===== src/rtl/core/bbc_fifo.sv =====
module bbc_fifo #(
  parameter int DW    = 8,
  parameter int DEPTH = 4
) (
  input  logic          clk,
  input  logic          rst_n,
  input  logic          push,
  input  logic [DW-1:0] din,
  output logic          full,
  input  logic          pop,
  output logic [DW-1:0] dout,
  output logic          empty
);
  localparam int AW = (DEPTH > 1) ? $clog2(DEPTH) : 1;
  localparam int CW = $clog2(DEPTH + 1);

  logic [DW-1:0] mem_r [DEPTH];
  logic [AW-1:0] wr_ptr_r, wr_ptr_nxt;
  logic [AW-1:0] rd_ptr_r, rd_ptr_nxt;
  logic [CW-1:0] count_r, count_nxt;
  logic          do_push, do_pop;

  assign full    = count_r == CW'(DEPTH);
  assign empty   = count_r == '0;
  assign dout    = mem_r[rd_ptr_r];
  assign do_push = push && !full;
  assign do_pop  = pop && !empty;

  always_comb begin
    wr_ptr_nxt = wr_ptr_r;
    rd_ptr_nxt = rd_ptr_r;
    count_nxt  = count_r;
    if (do_push) begin
      wr_ptr_nxt = (wr_ptr_r == AW'(DEPTH - 1)) ? '0 : wr_ptr_r + 1'b1;
    end
    if (do_pop) begin
      rd_ptr_nxt = (rd_ptr_r == AW'(DEPTH - 1)) ? '0 : rd_ptr_r + 1'b1;
    end
    if (do_push && !do_pop) begin
      count_nxt = count_r + 1'b1;
    end else if (do_pop && !do_push) begin
      count_nxt = count_r - 1'b1;
    end
  end

  always_ff @(posedge clk) begin
    if (!rst_n) begin
      wr_ptr_r <= '0;
      rd_ptr_r <= '0;
      count_r  <= '0;
    end else begin
      wr_ptr_r <= wr_ptr_nxt;
      rd_ptr_r <= rd_ptr_nxt;
      count_r  <= count_nxt;
    end
  end

  always_ff @(posedge clk) begin
    if (do_push) begin
      mem_r[wr_ptr_r] <= din;
    end
  end

  a_no_overflow: assert property (@(posedge clk) disable iff (!rst_n)
    push |-> !full)
    else $error("command queue overflow");

  a_no_underflow: assert property (@(posedge clk) disable iff (!rst_n)
    pop |-> !empty)
    else $error("command queue underflow");

endmodule


===== config.mk =====
export PLATFORM = sky130hd
export DESIGN_NAME = bbc_fifo
export DESIGN_NICKNAME = d
export VERILOG_FILES = /design/src/rtl/core/bbc_fifo.sv
export SDC_FILE = /design/constraint.sdc
export NUM_CORES = 1
export LEC_CHECK = 0
export ABC_AREA = 1
export BUFFER_PORTS_ARGS = -buffer_cell sky130_fd_sc_hd__buf_2
export CORE_MARGIN = 4
export CORE_UTILIZATION = 40
export CTS_CLUSTER_SIZE = 16
export DETAILED_ROUTE_END_ITERATION = 10
export SETUP_SLACK_MARGIN = 0.15
export SYNTH_ARGS = -nofsm -noshare
export SYNTH_HDL_FRONTEND = slang
export SYNTH_SLANG_ARGS = --single-unit

===== constraint.sdc =====
create_clock -name clk -period 4.05 [get_ports clk]
set_input_delay 0.6075 -clock clk [delete_from_list [all_inputs] [get_ports clk]]
set_output_delay 0.6075 -clock clk [all_outputs]
set_load 0.01 [all_outputs]

==> flow_summary.toml, run 1 <==
[finish]
final_core_util_pct = 47.33
drive_gt1_share_pct = 18.86
fin_nets = 193
fillers = 379
design_area_mm2 = 0.001921
antenna_cells = 0
seq_area_mm2 = 0.001141
synthToLayoutAreaGrowth_pct = 13.45
multi_input_area_um2 = 457.9

[min_path]
hp-class = "input port to flop"

[routing]
ant_nets = 0
vias_per_cell = 4.867
wl_per_cell_um = 13.52
first_pass_iters = 4
drt_wl_total_um = 3041
drc = 0
drt_iter0_drc = 128
num_vias = 1095

[timing]
worst_slew_pin_slew_ns = 0.8006
slew_headroom_pct = 46.43
setup_violations = 0
setup_slack_ns = 1.729
clock.fmax_mhz = 430.9
finalHoldViolCount = 0
holdWs_ns = 0.5227
min_period_ns = 2.321
tns_ns = 0
rsz0062_at_grt = "no"
fin_crit_sh_pct = 57.30
slew_violations = 0
fin_worst_skew_ns = 0.008861

[die]
dieWidth_um = 73.06
die-height_um = 73.06
die_area_mm2 = 0.005337
rows = 23
io_pins = 22
core_mm2 = 0.004058
start_util_pct = 41.72

[place]
port_buffers = 21
post-place-ws_ns = 2.022
place_area_mm2 = 0.001838
dp_hpwl_um = 2138
gp_congestion = 0.7939

[synth]
synth_area_mm2 = 0.001693
synth.avg_cell_area_um2 = 11.44
ys_ff_latch = 41
syn_inst = 148
yosysWarnings = 0
syn_nets = 167
ys_types = 18
seq_area_frac_synth_pct = 67.41

[power_and_ir_drop]
powerDensity_mw_per_mm2 = 624.9
vdd_drop_max_mv = 0.3269
leakagePower_nw = 0.7771

[clock_network]
insertion_delay_ns = 0.29
cts_hold_buf = 0
ctsResizeCount = 0
cts_root_buf = "clkbuf_8"
clockBufferDepth = 2
htreeDepth = 2
cts.sinks = 41
cts_buffers = 5
post-cts-setup-buffers = 0
cts_tree = "yes"
path_clk_slew_ns = 0.08

[worst_setup_path]
path_class = "flop to primary output"
crit_path_end_kind = "primary output"
worstPathRequired_ns = 3.44
cp.arrival_ns = 1.71
cp-start-kind = "flop"
crit_fanout = 17

[grt]
grt-ovfl-total = 0
antenna_found_initial = 0
grt_pass1_vias = 1135
grt_pass1_wl_um = 5043
grtUsageTotal_pct = 13.05
grt_max_degree = 18

[run]
maxCapViolations = 0

[outcome]
status = "finished clean"
logic make-up after synthesis:
group	after synthesis	synth area share, %
and+or+nand+nor	51	11.90
DFF	41	67.41
AOI/OAI and AO/OA	28	9.535
buffers and inverters	21	5.543
adders and majority gates	7	5.617
worst max-delay path: stages, from the launching register on:
cell     delay (ns)
dfxtp_1        0.68
inv_2          0.26
o21ai_0        0.24
o22ai_1        0.10
buf_2          0.15
placed cells by master, fill, tap and decap left out:
| cell type | count |
|---|---|
| nand3b_1 | 1 |
| o21ai_2 | 3 |
| nand3_1 | 1 |
| fa_1 | 1 |
| nand4_1 | 1 |
| clkinv_2 | 2 |
| edfxtp_1 | 32 |
| dfxtp_1 | 9 |
| ha_1 | 6 |
| nand2_2 | 1 |
| o21ai_0 | 14 |
| inv_2 | 1 |
| a21oi_1 | 2 |
| nor2_1 | 33 |
| clkbuf_1 | 1 |
| nand2_1 | 14 |
| inv_1 | 18 |
| o22ai_1 | 8 |
| clkbuf_8 | 5 |
| buf_2 | 21 |
| o21ai_1 | 1 |
state kept, by name (all words and copies together), names as in the netlist, named ones only:
name and flops:
count_r 3, mem_r 32, rd_ptr_r 2, wr_ptr_r 2
cell usage after synthesis:
| master | n | share of area, % |
|---|---|---|
| a21oi_1 | 2 | 0.59 |
| o21ai_0 | 14 | 4.1 |
| nand4_1 | 1 | 0.37 |
| buf_6 | 2 | 1.3 |
| fa_1 | 1 | 1.2 |
| nand2_2 | 1 | 0.37 |
| ha_1 | 6 | 4.4 |
| nand3b_1 | 1 | 0.44 |
| dfxtp_1 | 9 | 11 |
| nand3_1 | 1 | 0.30 |
| inv_1 | 18 | 4.0 |
| inv_2 | 1 | 0.22 |
| nor2_1 | 33 | 7.3 |
| edfxtp_1 | 32 | 57 |
| o21ai_1 | 1 | 0.30 |
| o21ai_2 | 3 | 1.6 |
| nand2_1 | 14 | 3.1 |
| o22ai_1 | 8 | 3.0 |
metal layers:
| layer | global-route usage [%] | wire [um] | vias to the layer above |
|---|---|---|---|
| met5 | 0 | 0 | - |
| met4 | 7.377 | 82 | 0 |
| met3 | 3.719 | 159 | 8 |
| met2 | 20.75 | 1476 | 21 |
| met1 | 15.77 | 1322 | 513 |
| li1 | - | - | 553 |
path summary, 6_finish.rpt:
kind / startpoint / depth (start not counted) / to / slack, ns
max: flop / 4 / dout[2] / 1.73
min: din[7] / 1 / mem_r[3][7] / 0.52
max reg2reg: count_r[1] / 9 / count_r[1] / 2.16
min reg2reg: count_r[0] / 2 / count_r[0] / 0.53
power by group:
| group | switching, mW | leakage [nW] | internal, mW |
|---|---|---|---|
| combinational | 0.233 | 0.364 | 0.140 |
| clock | 0.132 | 0.0450 | 0.119 |
| sequential | 0.0516 | 0.368 | 0.524 |
| total | 0.417 | 0.777 | 0.783 |
layout make-up:
type                       count  share of cell area (%)
inverter                      19                   3.713
multi-input combinational     86                   23.84
tap                           50                   3.257
clock inverter                 2                  0.5212
timing repair buffer          21                   5.472
sequential                    41                   59.41
clock buffer                   6                   3.779
per-stage QoR:
step           instances  total power [mW]
6_report             225             1.200
5_1_grt              225             1.295
4_1_cts              225             1.220
3_5_place_dp         217            0.9657
3_3_place_gp         217            0.9461
2_1_floorplan        148            0.8437
No activity file was read; power rests on OpenSTA's default activity.
==> run 2, diff against run 1 <==
ABC_AREA = 0   (was 1)
clock period = 2.1 ns   (was 4.05 ns; I/O delays follow)
==> run 2 against run 1 <==
Net effect: sequential power rose by 90%; die area down 3.3%; synthesized area shrank 3.7%; core utilization rose by 4.7 points; flip-flop and latch count did not move; clock power rose by 140%; critical path type is now flop to flop; largest cell class unchanged; largest power group unchanged.
==> flow_summary.toml, run 2 <==
[outcome]
status = "finished clean"

[synth]
seq_area_frac_synth_pct = 69.99
syn_inst = 93
synth_top_cell_by_area = "edfxtp_1"
yosys.area_share.simple_pct = 6.600
synth.area.top_cells = "edfxtp_1 (59%), dfxtp_1 (11%), mux4_2 (11%)"
ys_ff_latch = 41
synth_area_mm2 = 0.001630
synthMuxAreaShare_pct = 12.89
synth_compound_area_share_pct = 1.842
synth_most_common_cell = "edfxtp_1"
synthFlopType = "edfxtp_1"
synth_edf_count = 32
ys_types = 23
synth_top_area_share_pct = 58.94
syn_nets = 112
yosysWarnings = 0
synth-async-reset-ratio_pct = 0
synth_xor_area_share_pct = 1.074
synth.avg_cell_area_um2 = 17.53
yosys.area_share.adder_pct = 5.833
synth_top_family_by_area = "multiplexers"
synth_commonest_cells = "edfxtp_1 (32), dfxtp_1 (9), mux4_2 (8)"

[min_path]
hp-class = "input port to flop"
hold_depth = 1
whs_endpoint = "mem_r[1][2]"
hp-start = "din[2]"

[finish]
fin_nets = 142
largest_reg_flops = 32
synthToLayoutAreaGrowth_pct = 21.18
drive_gt1_share_pct = 39.52
multi_input_area_um2 = 498.0
regMostFlops = "mem_r"
top_regs = "mem_r (32), count_r (3)"
seq_area_mm2 = 0.001146
mostFrequentLayoutCells = "edfxtp_1 (32), buf_2 (21), mux4_2 (8)"
fillers = 329
antenna_cells = 0
layout_commonest_cell = "edfxtp_1"

[die]
start_util_pct = 42.92
rows = 22
die-height_um = 71.84
dieWidth_um = 71.84
die_area_mm2 = 0.005161
io_pins = 22
core_mm2 = 0.003799

[grt]
grt_max_degree = 14
grtUsageTotal_pct = 11.42
grt_pass1_wl_um = 4353
grt_pass1_vias = 921
grt-ovfl-total = 0
antenna_found_initial = 0

[worst_setup_path]
reg2reg_slack_ns = 0.21
cp.arrival_ns = 2.11
cp-start-kind = "flop"
crit_path_end_kind = "flop"
worstReg2RegEnd = "count_r[2]"
rr_startpoint = "count_r[2]"
slowest_stage = "fa_2"
path_cells = "buf_4 -> o31ai_4 -> ha_4 -> inv_1 -> fa_2 -> xor2_1 -> or3_1 -> a21boi_1"
crit_fanout = 4
reg2regPathDepth = 8
path_class = "flop to flop"
critPathMaxStageDelay_ns = 0.33
worstPathRequired_ns = 2.32

[routing]
drt_wl_total_um = 2595
first_pass_iters = 2
drt_iter0_drc = 49
num_vias = 845
wl_per_cell_um = 15.09
ant_nets = 0
drc = 0
vias_per_cell = 4.913

[timing]
clock.fmax_mhz = 528.5
slew_headroom_pct = 70.21
setup_violations = 0
fin_worst_skew_ns = 0.005137
min_period_ns = 1.892
tns_ns = 0
slew_violations = 0
fin_crit_sh_pct = 90.10
rsz0062_at_grt = "yes"
finalHoldViolCount = 0
worst_slew_pin_slew_ns = 0.4468

[place]
port_buffers = 21
dp_hpwl_um = 1871
gp_congestion = 0.6770

[clock_network]
clockBufferDepth = 2
htreeDepth = 2
cts_root_buf = "clkbuf_8"
insertion_delay_ns = 0.28
path_clk_slew_ns = 0.08
cts.sinks = 41
cts_buffers = 5
cts_tree = "yes"
cts_hold_buf = 0

[power_and_ir_drop]
powerDensity_mw_per_mm2 = 1180
vdd_drop_max_mv = 0.6126
p_switching_mw = 0.6324
power_switching_share_pct = 27.14
finalPower_mw = 2.330
comb_power_share_pct = 27.5
p_int_mw = 1.698
leakagePower_nw = 0.7161
p_clk_share_pct = 25.9
seqPwrFrac_pct = 46.7

[run]
maxCapViolations = 0
run 2: cell types whose count changed in the layout (fill, tap and decap cells not counted), sizes merged, moves of 3 or more:
| cell | change |
|---|---|
| mux4 | +8 |
| nor2 | -31 |
| buf | +6 |
| nand2 | -9 |
| mux2i | +3 |
| o22ai | -8 |
| o21ai | -15 |
| and2 | +5 |
| inv | -16 |
run 2: cells by family after synthesis:
kind of cell / Yosys count
AOI/OAI and AO/OA: 5
DFF: 41
xor gates and xnor gates: 2
muxes: 11
buffers and inverters: 7
and+or+nand+nor: 20
adders and majority gates: 7
run 2: how the worst max path moves through the flow:
stage / startpoint / end / slack (ns) / cells after the start
floorplan: count_r[2] / count_r[2] / 0.15 / 9
global placement: count_r[0] / count_r[2] / 0.14 / 8
detailed placement: count_r[0] / count_r[2] / 0.04 / 8
CTS: count_r[2] / count_r[2] / 0.14 / 8
global route: count_r[2] / count_r[2] / 0.08 / 8
finish: count_r[2] / count_r[2] / 0.21 / 8
run 2: metrics by stage:
| step | hold WS (ns) | std cells | area [um^2] | utilization [%] | setup WS, ns |
|---|---|---|---|---|---|
| 6_report | 0.2430 | 172 | 1976 | 52.01 | 0.2078 |
| 5_1_grt | 0.2257 | 172 | 1976 | 52.01 | 0.08094 |
| 4_1_cts | 0.2389 | 171 | 1966 | 51.75 | 0.1350 |
| 3_5_place_dp | 0.4993 | 162 | 1843 | 48.52 | 0.04420 |
| 3_3_place_gp | 0.4858 | 162 | 1843 | 48.52 | 0.1421 |
| 2_1_floorplan | 0.4139 | 93 | 1668 | - | 0.1535 |
run 2: what timing repair did:
item,CTS,global route
setup buffers,1,1
resized for setup,3,1
gates cloned,0,0
setup endpoints to repair,1,1
pin swaps,3,2
run 2: cell type report:
| type | count | share of cell area [%] |
|---|---|---|
| Sequential cell | 41 | 58.01 |
| Timing Repair Buffer | 27 | 7.600 |
| Clock buffer | 5 | 3.483 |
| Inverter | 3 | 0.5700 |
| Clock inverter | 3 | 2.090 |
| Multi-Input combinational cell | 45 | 25.21 |
| Tap cell | 48 | 3.040 |
run 2: critical path: cells and delay by family (launching register included):
family          cells  cell delay [ns]
simple gates        1             0.30
flops               1             0.32
buf+inv             2             0.20
compound gates      2             0.35
xor+xnor            1             0.15
fa+ha+maj           2             0.51
run 2: layer usage:
layer  GRT usage [%]  up-vias  part of all wire [%]
li1                -      408                     -
met3           3.787        5                   4.7
met2           20.51       14                    55
met5               0        -                     0
met4           4.384        0                   1.2
met1           12.37      418                    39
run 2: power by group through the flow:
stage	clock, mW	sequential [mW]	combinational, mW
after global routing	0.669	1.10	0.712
after detailed placement	0	1.11	0.636
after floorplan	0	1.08	0.441
after global placement	0	1.10	0.624
final	0.603	1.09	0.640
after CTS	0.617	1.09	0.652
