**src/rtl/core/bbc_pkg.sv**
```systemverilog
package bbc_pkg;

  // payload and register widths
  localparam int PIX_W      = 8;
  localparam int CFG_W_W    = 11;
  localparam int CFG_H_W    = 16;
  localparam int CFG_IDX_W  = 4;
  localparam int CFG_DATA_W = 16;

  // register map
  localparam logic [CFG_IDX_W-1:0] REG_FRAME_WIDTH  = 4'd0;
  localparam logic [CFG_IDX_W-1:0] REG_FRAME_HEIGHT = 4'd1;

  localparam int RESET_WIDTH  = 640;
  localparam int RESET_HEIGHT = 480;
  localparam int MIN_DIM      = 3;

  // item kinds
  localparam logic FUNC_PIXEL = 1'b0;
  localparam logic FUNC_FLUSH = 1'b1;

  // window arithmetic: floor(s / 9) == (s * 3641) >> 15 for s <= 9 * 255
  localparam int COLSUM_W    = 10;
  localparam int SUM_W       = 12;
  localparam int RECIP_W     = 12;
  localparam int PROD_W      = SUM_W + RECIP_W;
  localparam int RECIP_9     = 3641;
  localparam int RECIP_SHIFT = 15;

  // command queue depth between front and back
  localparam int Q_DEPTH = 4;

  typedef struct packed {
    logic flush;    // read one stored pixel, no write
    logic emit;     // item gives a result
    logic border;   // result passes a pixel through
    logic last;     // result closes the frame
    logic sel_mid;  // flush reads the middle line store
  } bbc_cmd_t;

endpackage

```
**src/rtl/core/bbc_if.sv**
```systemverilog
interface bbc_in_if;
  logic                       valid;
  logic                       ready;
  logic                       func;
  logic [bbc_pkg::PIX_W-1:0]  pixel_in;

  modport source (output valid, func, pixel_in, input ready);
  modport sink   (input valid, func, pixel_in, output ready);
endinterface


interface bbc_cfg_if;
  logic                            valid;
  logic                            ready;
  logic [bbc_pkg::CFG_IDX_W-1:0]   index;
  logic [bbc_pkg::CFG_DATA_W-1:0]  data;

  modport source (output valid, index, data, input ready);
  modport sink   (input valid, index, data, output ready);
endinterface

```
**src/rtl/core/bbc_front.sv**
```systemverilog
module bbc_front #(
  parameter int MAX_WIDTH = 1024
) (
  input  logic                           clk,
  input  logic                           rst_n,
  bbc_in_if.sink                         in_chan,
  bbc_cfg_if.sink                        cfg_chan,
  input  logic                           q_full,
  output logic                           q_push,
  output bbc_pkg::bbc_cmd_t              q_cmd,
  output logic [$clog2(MAX_WIDTH)-1:0]   q_addr,
  output logic [bbc_pkg::PIX_W-1:0]      q_px
);
  import bbc_pkg::*;

  localparam int ColW   = $clog2(MAX_WIDTH);
  localparam int ResetW = (RESET_WIDTH > MAX_WIDTH) ? MAX_WIDTH : RESET_WIDTH;

  logic [ColW-1:0]    w_last_r, w_last_nxt;
  logic [CFG_H_W-1:0] h_last_r, h_last_nxt;
  logic [ColW-1:0]    col_r, col_nxt;
  logic [CFG_H_W-1:0] row_r, row_nxt;
  logic [ColW-1:0]    ocol_r, ocol_nxt;
  logic [CFG_H_W-1:0] orow_r, orow_nxt;
  logic               pix_done_r, pix_done_nxt;

  logic               cfg_wr, in_acc;
  logic [CFG_W_W-1:0] cfg_w;
  logic [CFG_H_W-1:0] cfg_h;
  logic [ColW-1:0]    w_last_cfg;
  logic [CFG_H_W-1:0] h_last_cfg;
  logic               col_wrap, row_last, ocol_wrap, orow_last, primed, interior;

  assign cfg_chan.ready = 1'b1;
  // input waits while a register write is offered, so no beat is dropped
  assign in_chan.ready  = !q_full && !cfg_chan.valid;
  assign cfg_wr = cfg_chan.valid && cfg_chan.ready;
  assign in_acc = in_chan.valid && in_chan.ready;

  // clamp the written dimensions
  always_comb begin
    cfg_w = cfg_chan.data[CFG_W_W-1:0];
    cfg_h = cfg_chan.data[CFG_H_W-1:0];
    if (cfg_w < CFG_W_W'(MIN_DIM)) begin
      w_last_cfg = ColW'(MIN_DIM - 1);
    end else if (32'(cfg_w) > 32'(MAX_WIDTH)) begin
      w_last_cfg = ColW'(MAX_WIDTH - 1);
    end else begin
      w_last_cfg = ColW'(cfg_w - 1'b1);
    end
    if (cfg_h < CFG_H_W'(MIN_DIM)) begin
      h_last_cfg = CFG_H_W'(MIN_DIM - 1);
    end else begin
      h_last_cfg = cfg_h - 1'b1;
    end
  end

  assign col_wrap  = col_r == w_last_r;
  assign row_last  = row_r == h_last_r;
  assign ocol_wrap = ocol_r == w_last_r;
  assign orow_last = orow_r == h_last_r;
  // one line plus one pixel already in
  assign primed    = (row_r != '0) && !((row_r == CFG_H_W'(1)) && (col_r == '0));
  assign interior  = (orow_r != '0) && (orow_r < h_last_r) &&
                     (ocol_r != '0) && (ocol_r < w_last_r);

  always_comb begin
    w_last_nxt   = w_last_r;
    h_last_nxt   = h_last_r;
    col_nxt      = col_r;
    row_nxt      = row_r;
    ocol_nxt     = ocol_r;
    orow_nxt     = orow_r;
    pix_done_nxt = pix_done_r;
    q_push       = 1'b0;
    q_cmd        = '0;
    q_addr       = col_r;
    q_px         = in_chan.pixel_in;

    if (cfg_wr) begin
      case (cfg_chan.index)
        REG_FRAME_WIDTH: begin
          w_last_nxt   = w_last_cfg;
          col_nxt      = '0;
          row_nxt      = '0;
          ocol_nxt     = '0;
          orow_nxt     = '0;
          pix_done_nxt = 1'b0;
        end
        REG_FRAME_HEIGHT: begin
          h_last_nxt   = h_last_cfg;
          col_nxt      = '0;
          row_nxt      = '0;
          ocol_nxt     = '0;
          orow_nxt     = '0;
          pix_done_nxt = 1'b0;
        end
        default: begin
        end
      endcase
    end else if (in_acc) begin
      if (in_chan.func == FUNC_PIXEL) begin
        if (!pix_done_r) begin
          q_push       = 1'b1;
          q_cmd.emit   = primed;
          q_cmd.border = !interior;
          if (primed) begin
            if (ocol_wrap) begin
              ocol_nxt = '0;
              orow_nxt = orow_r + 1'b1;
            end else begin
              ocol_nxt = ocol_r + 1'b1;
            end
          end
          if (col_wrap) begin
            col_nxt = '0;
            if (row_last) begin
              pix_done_nxt = 1'b1;
            end else begin
              row_nxt = row_r + 1'b1;
            end
          end else begin
            col_nxt = col_r + 1'b1;
          end
        end
      end else if (pix_done_r) begin
        q_push        = 1'b1;
        q_cmd.flush   = 1'b1;
        q_cmd.emit    = 1'b1;
        q_cmd.border  = 1'b1;
        q_cmd.sel_mid = orow_last;
        q_cmd.last    = orow_last && ocol_wrap;
        q_addr        = ocol_r;
        if (orow_last && ocol_wrap) begin
          col_nxt      = '0;
          row_nxt      = '0;
          ocol_nxt     = '0;
          orow_nxt     = '0;
          pix_done_nxt = 1'b0;
        end else if (ocol_wrap) begin
          ocol_nxt = '0;
          orow_nxt = orow_r + 1'b1;
        end else begin
          ocol_nxt = ocol_r + 1'b1;
        end
      end
    end
  end

  always_ff @(posedge clk) begin
    if (!rst_n) begin
      w_last_r   <= ColW'(ResetW - 1);
      h_last_r   <= CFG_H_W'(RESET_HEIGHT - 1);
      col_r      <= '0;
      row_r      <= '0;
      ocol_r     <= '0;
      orow_r     <= '0;
      pix_done_r <= 1'b0;
    end else begin
      w_last_r   <= w_last_nxt;
      h_last_r   <= h_last_nxt;
      col_r      <= col_nxt;
      row_r      <= row_nxt;
      ocol_r     <= ocol_nxt;
      orow_r     <= orow_nxt;
      pix_done_r <= pix_done_nxt;
    end
  end

  // closing flush starts a fresh frame
  a_last_restarts: assert property (@(posedge clk) disable iff (!rst_n)
    q_push && q_cmd.last |=> (col_r == '0) && (row_r == '0) && (ocol_r == '0) &&
                             (orow_r == '0) && !pix_done_r)
    else $error("frame counters not cleared after last result");

  // only a flush closes a frame
  a_last_is_flush: assert property (@(posedge clk) disable iff (!rst_n)
    q_push && q_cmd.last |-> q_cmd.flush && q_cmd.emit && q_cmd.border)
    else $error("frame end on a non-flush command");

endmodule

```
**src/flat_wrapper.sv**
```systemverilog
// flat-port wrapper written by rule: the top's interface ports become plain ports
module bbc_front_flat import bbc_pkg::*;
#(
  parameter int MAX_WIDTH = 1024
)
  (clk, rst_n, q_full, q_push, q_cmd, q_addr, q_px, in_chan_valid, in_chan_func, in_chan_pixel_in, in_chan_ready, cfg_chan_valid, cfg_chan_index, cfg_chan_data, cfg_chan_ready);
  bbc_in_if in_chan_i ();
  bbc_cfg_if cfg_chan_i ();
  input  logic clk;
  input  logic rst_n;
  input  logic q_full;
  output logic q_push;
  output bbc_pkg::bbc_cmd_t q_cmd;
  output logic [$clog2(MAX_WIDTH)-1:0] q_addr;
  output logic [bbc_pkg::PIX_W-1:0] q_px;
  input wire logic [$bits(in_chan_i.valid)-1:0] in_chan_valid;
  input wire logic [$bits(in_chan_i.func)-1:0] in_chan_func;
  input wire logic [$bits(in_chan_i.pixel_in)-1:0] in_chan_pixel_in;
  output wire logic [$bits(in_chan_i.ready)-1:0] in_chan_ready;
  input wire logic [$bits(cfg_chan_i.valid)-1:0] cfg_chan_valid;
  input wire logic [$bits(cfg_chan_i.index)-1:0] cfg_chan_index;
  input wire logic [$bits(cfg_chan_i.data)-1:0] cfg_chan_data;
  output wire logic [$bits(cfg_chan_i.ready)-1:0] cfg_chan_ready;
  assign in_chan_i.valid = in_chan_valid;
  assign in_chan_i.func = in_chan_func;
  assign in_chan_i.pixel_in = in_chan_pixel_in;
  assign in_chan_ready = in_chan_i.ready;
  assign cfg_chan_i.valid = cfg_chan_valid;
  assign cfg_chan_i.index = cfg_chan_index;
  assign cfg_chan_i.data = cfg_chan_data;
  assign cfg_chan_ready = cfg_chan_i.ready;
  bbc_front #(.MAX_WIDTH(MAX_WIDTH)) u_core (.clk(clk), .rst_n(rst_n), .in_chan(in_chan_i), .cfg_chan(cfg_chan_i), .q_full(q_full), .q_push(q_push), .q_cmd(q_cmd), .q_addr(q_addr), .q_px(q_px));
endmodule
```
**config.mk**
```make
export PLATFORM = sky130hd
export DESIGN_NAME = bbc_front_flat
export DESIGN_NICKNAME = d
export VERILOG_FILES = /design/src/rtl/core/bbc_pkg.sv /design/src/rtl/core/bbc_if.sv /design/src/rtl/core/bbc_front.sv /design/src/flat_wrapper.sv
export SDC_FILE = /design/constraint.sdc
export NUM_CORES = 1
export LEC_CHECK = 0
export BUFFER_PORTS_ARGS = -buffer_cell sky130_fd_sc_hd__buf_2
export CORE_ASPECT_RATIO = 0.6
export CORE_MARGIN = 1
export CORE_UTILIZATION = 59
export DETAILED_ROUTE_END_ITERATION = 6
export PLACE_DENSITY_LB_ADDON = 0.05
export SYNTH_ARGS = -nofsm -noshare
export SYNTH_HDL_FRONTEND = slang
export SYNTH_SLANG_ARGS = --single-unit
```
**constraint.sdc**
```tcl
create_clock -name clk -period 3.5 [get_ports clk]
set_clock_uncertainty 0.15 [all_clocks]
set_input_delay 0.525 -clock clk [delete_from_list [all_inputs] [get_ports clk]]
set_output_delay 0.525 -clock clk [all_outputs]
set_load 0.05 [all_outputs]
```
==> results_dict.tcl <==
set metrics [dict create \
    hold_slack_ps 353 \
    fin_tns_setup_ps 0 \
    async_flop_share_pct 0 \
    die_y_um 75.6 \
    layout-drive-gt1-share_pct 15.0 \
    drtAntennaViolNets 0 \
    die_area_um2 9410 \
    reg2reg_setup_slack_ps 340 \
    num-fill-cells 701 \
    p_leak_nw 2.28 \
    synth.area.top_cells "dfxtp_1 30%, ha_1 8.9%, xnor2_1 8.7%" \
    post_cts_buffers 0 \
    layout_common_cells "79 x dfxtp_1, 53 x xnor2_1, 49 x nor2_1" \
    synth_top_area_cell "dfxtp_1" \
    syn_inst 641 \
    synth.top_cell.area_share_pct 29.7 \
    via_per_inst 6.61 \
    grt_use_total_pct 35.8 \
    first_global_vias 4579 \
    clockRootBuffer "clkbuf_16" \
    synth-edff-count 0 \
    critPathMaxFanout 3 \
    worst_pin_slew_ps 780 \
    routabilityCongestion 0.995 \
    worstPathRequired_ps 2820 \
    finalSetupViolCount 0 \
    place_hpwl_mm 12.8 \
    multiInputGateArea_um2 3390 \
    n_antenna_cell 0 \
    crit_type "register to output pin" \
    via_count 5198 \
    post-route-period-util_pct 96.9 \
    relSlewSlack_pct 48.0 \
    clock_latency_ps 340 \
    htree_levels 3 \
    grt_pass1_wl_mm 25.4 \
    drv_slew 0 \
    first_pass_iters 6 \
    power_density_nw_per_um2 358 \
    rsz0062_at_grt "no" \
    min_path_type "register to register" \
    synth-seq-area-share_pct 29.7 \
    cts_hold_buf 0 \
    start_util_pct 61.7 \
    die_w_um 125 \
    area_growth_pct 10.6 \
    syn_avg_cell_area_um2 8.30 \
    synthDistinctLibCells 72 \
    ir_drop_mv 0.236 \
    synth_flop_cell "dfxtp_1" \
    final_common_cell "dfxtp_1" \
    wl_mm 16.7 \
    drc_errors 0 \
    power_mw 2.11 \
    end_kind "output pin" \
    cts_inserted_buffers 9 \
    grt_max_degree 32 \
    routedWlPerCell_um 21.2 \
    syn_nets 713 \
    seqCellArea_um2 1580 \
    core_um2 8620 \
    cts_sinks 79 \
    antenna_found_initial 0 \
    yosysWarnings 0 \
    cap_violations 0 \
    portBuffers 42 \
    cp.arrival_ps 2720 \
    fmaxAchievable_mhz 295 \
    rows 26 \
    finalHoldViolCount 0 \
    cts_buffer_depth 2 \
    status "complete, no violations" \
    cp-start-kind "register" \
    synth_seq_cells 79 \
    drt_iter0_markers 611 \
    tritoncts "yes" \
    clkTransAtPathRegs_ps 60 \
    min_period_ps 3390 \
    post_cts_resized 0 \
    synth_area_um2 5320 \
    fin_nets 741 \
    overflow 0 \
    pin_count 60 \
]
## layout make-up
| type | instances | share of cell area (%) |
|---|---|---|
| Sequential cell | 79 | 26.9 |
| Clock inverter | 5 | 1.40 |
| Clock buffer | 11 | 3.96 |
| Tap cell | 112 | 2.38 |
| Timing Repair Buffer | 54 | 5.11 |
| Multi-Input combinational cell | 483 | 57.6 |
| Inverter | 42 | 2.68 |
## registers in the layout, summed over array words and instances (netlist names)
register and flops:
u_core.col_r 10, u_core.h_last_r 16, u_core.ocol_r 10, u_core.orow_r 16
u_core.pix_done_r 1, u_core.row_r 16, u_core.w_last_r 10
## synthesized netlist by cell type, types with 7 or more instances
library cell / n
o21ai_0: 21
nand3_1: 19
and3_1: 9
buf_2: 7
or4_1: 17
ha_1: 38
nor4_1: 18
xor2_1: 8
buf_4: 10
xnor2_1: 53
o31ai_1: 10
nor2_1: 49
dfxtp_1: 79
mux2_2: 8
nand4_1: 22
clkbuf_1: 17
nand2_1: 41
a21oi_1: 43
or3_1: 8
nor3_1: 13
inv_1: 42
o211ai_1: 7
## cell families after synthesis
family          after synthesis  synth area share (%)
other cells                   1                0.0705
xor+xnor                     61                  10.0
compound gates              138                  17.5
mux                           8                  1.69
buf+inv                      79                  6.77
flops                        79                  29.7
fa+ha+maj                    38                  8.94
simple gates                237                  25.3
## worst max-delay path: stages, from the launching register on
cell	delay, ps
dfxtp_1	390
inv_1	80
ha_1	310
a21o_1	190
a21o_1	170
a2111oi_0	450
o32ai_1	220
o311a_1	340
buf_2	220
## final timing paths
kind,from,endpoint,depth (start not counted)
worst max-delay path,u_core.h_last_r[9],q_cmd[2],8
worst min-delay path,u_core.orow_r[1],u_core.orow_r[1],2
worst max register to register,u_core.w_last_r[5],u_core.row_r[9],8
worst min register to register,u_core.orow_r[1],u_core.orow_r[1],2
## layer usage
layer	wire length, um	track usage, %	up-vias	part of all wire (%)
met3	2260	14.0	39	14
met5	0	0	-	0
li1	-	-	2399	-
met4	307	12.7	0	1.8
met1	7680	51.4	2448	46
met2	6420	47.8	312	39
## where the power goes
group	internal, mW	total, mW	switching, mW
Sequential	0.906	0.915	0.00873
Combinational	0.0546	0.174	0.120
Clock	0.627	1.02	0.391
Total	1.59	2.11	0.519
## stage by stage
step	util (%)	std cells	cell area (um2)	setup WS (ps)
finish	68.2	786	5880	107
global route	68.2	786	5880	10.2
CTS	68.2	786	5880	119
detailed placement	64.6	770	5570	458
global placement	64.6	770	5570	386
floorplan	-	641	5320	106
(Power assumes the default switching activity.)
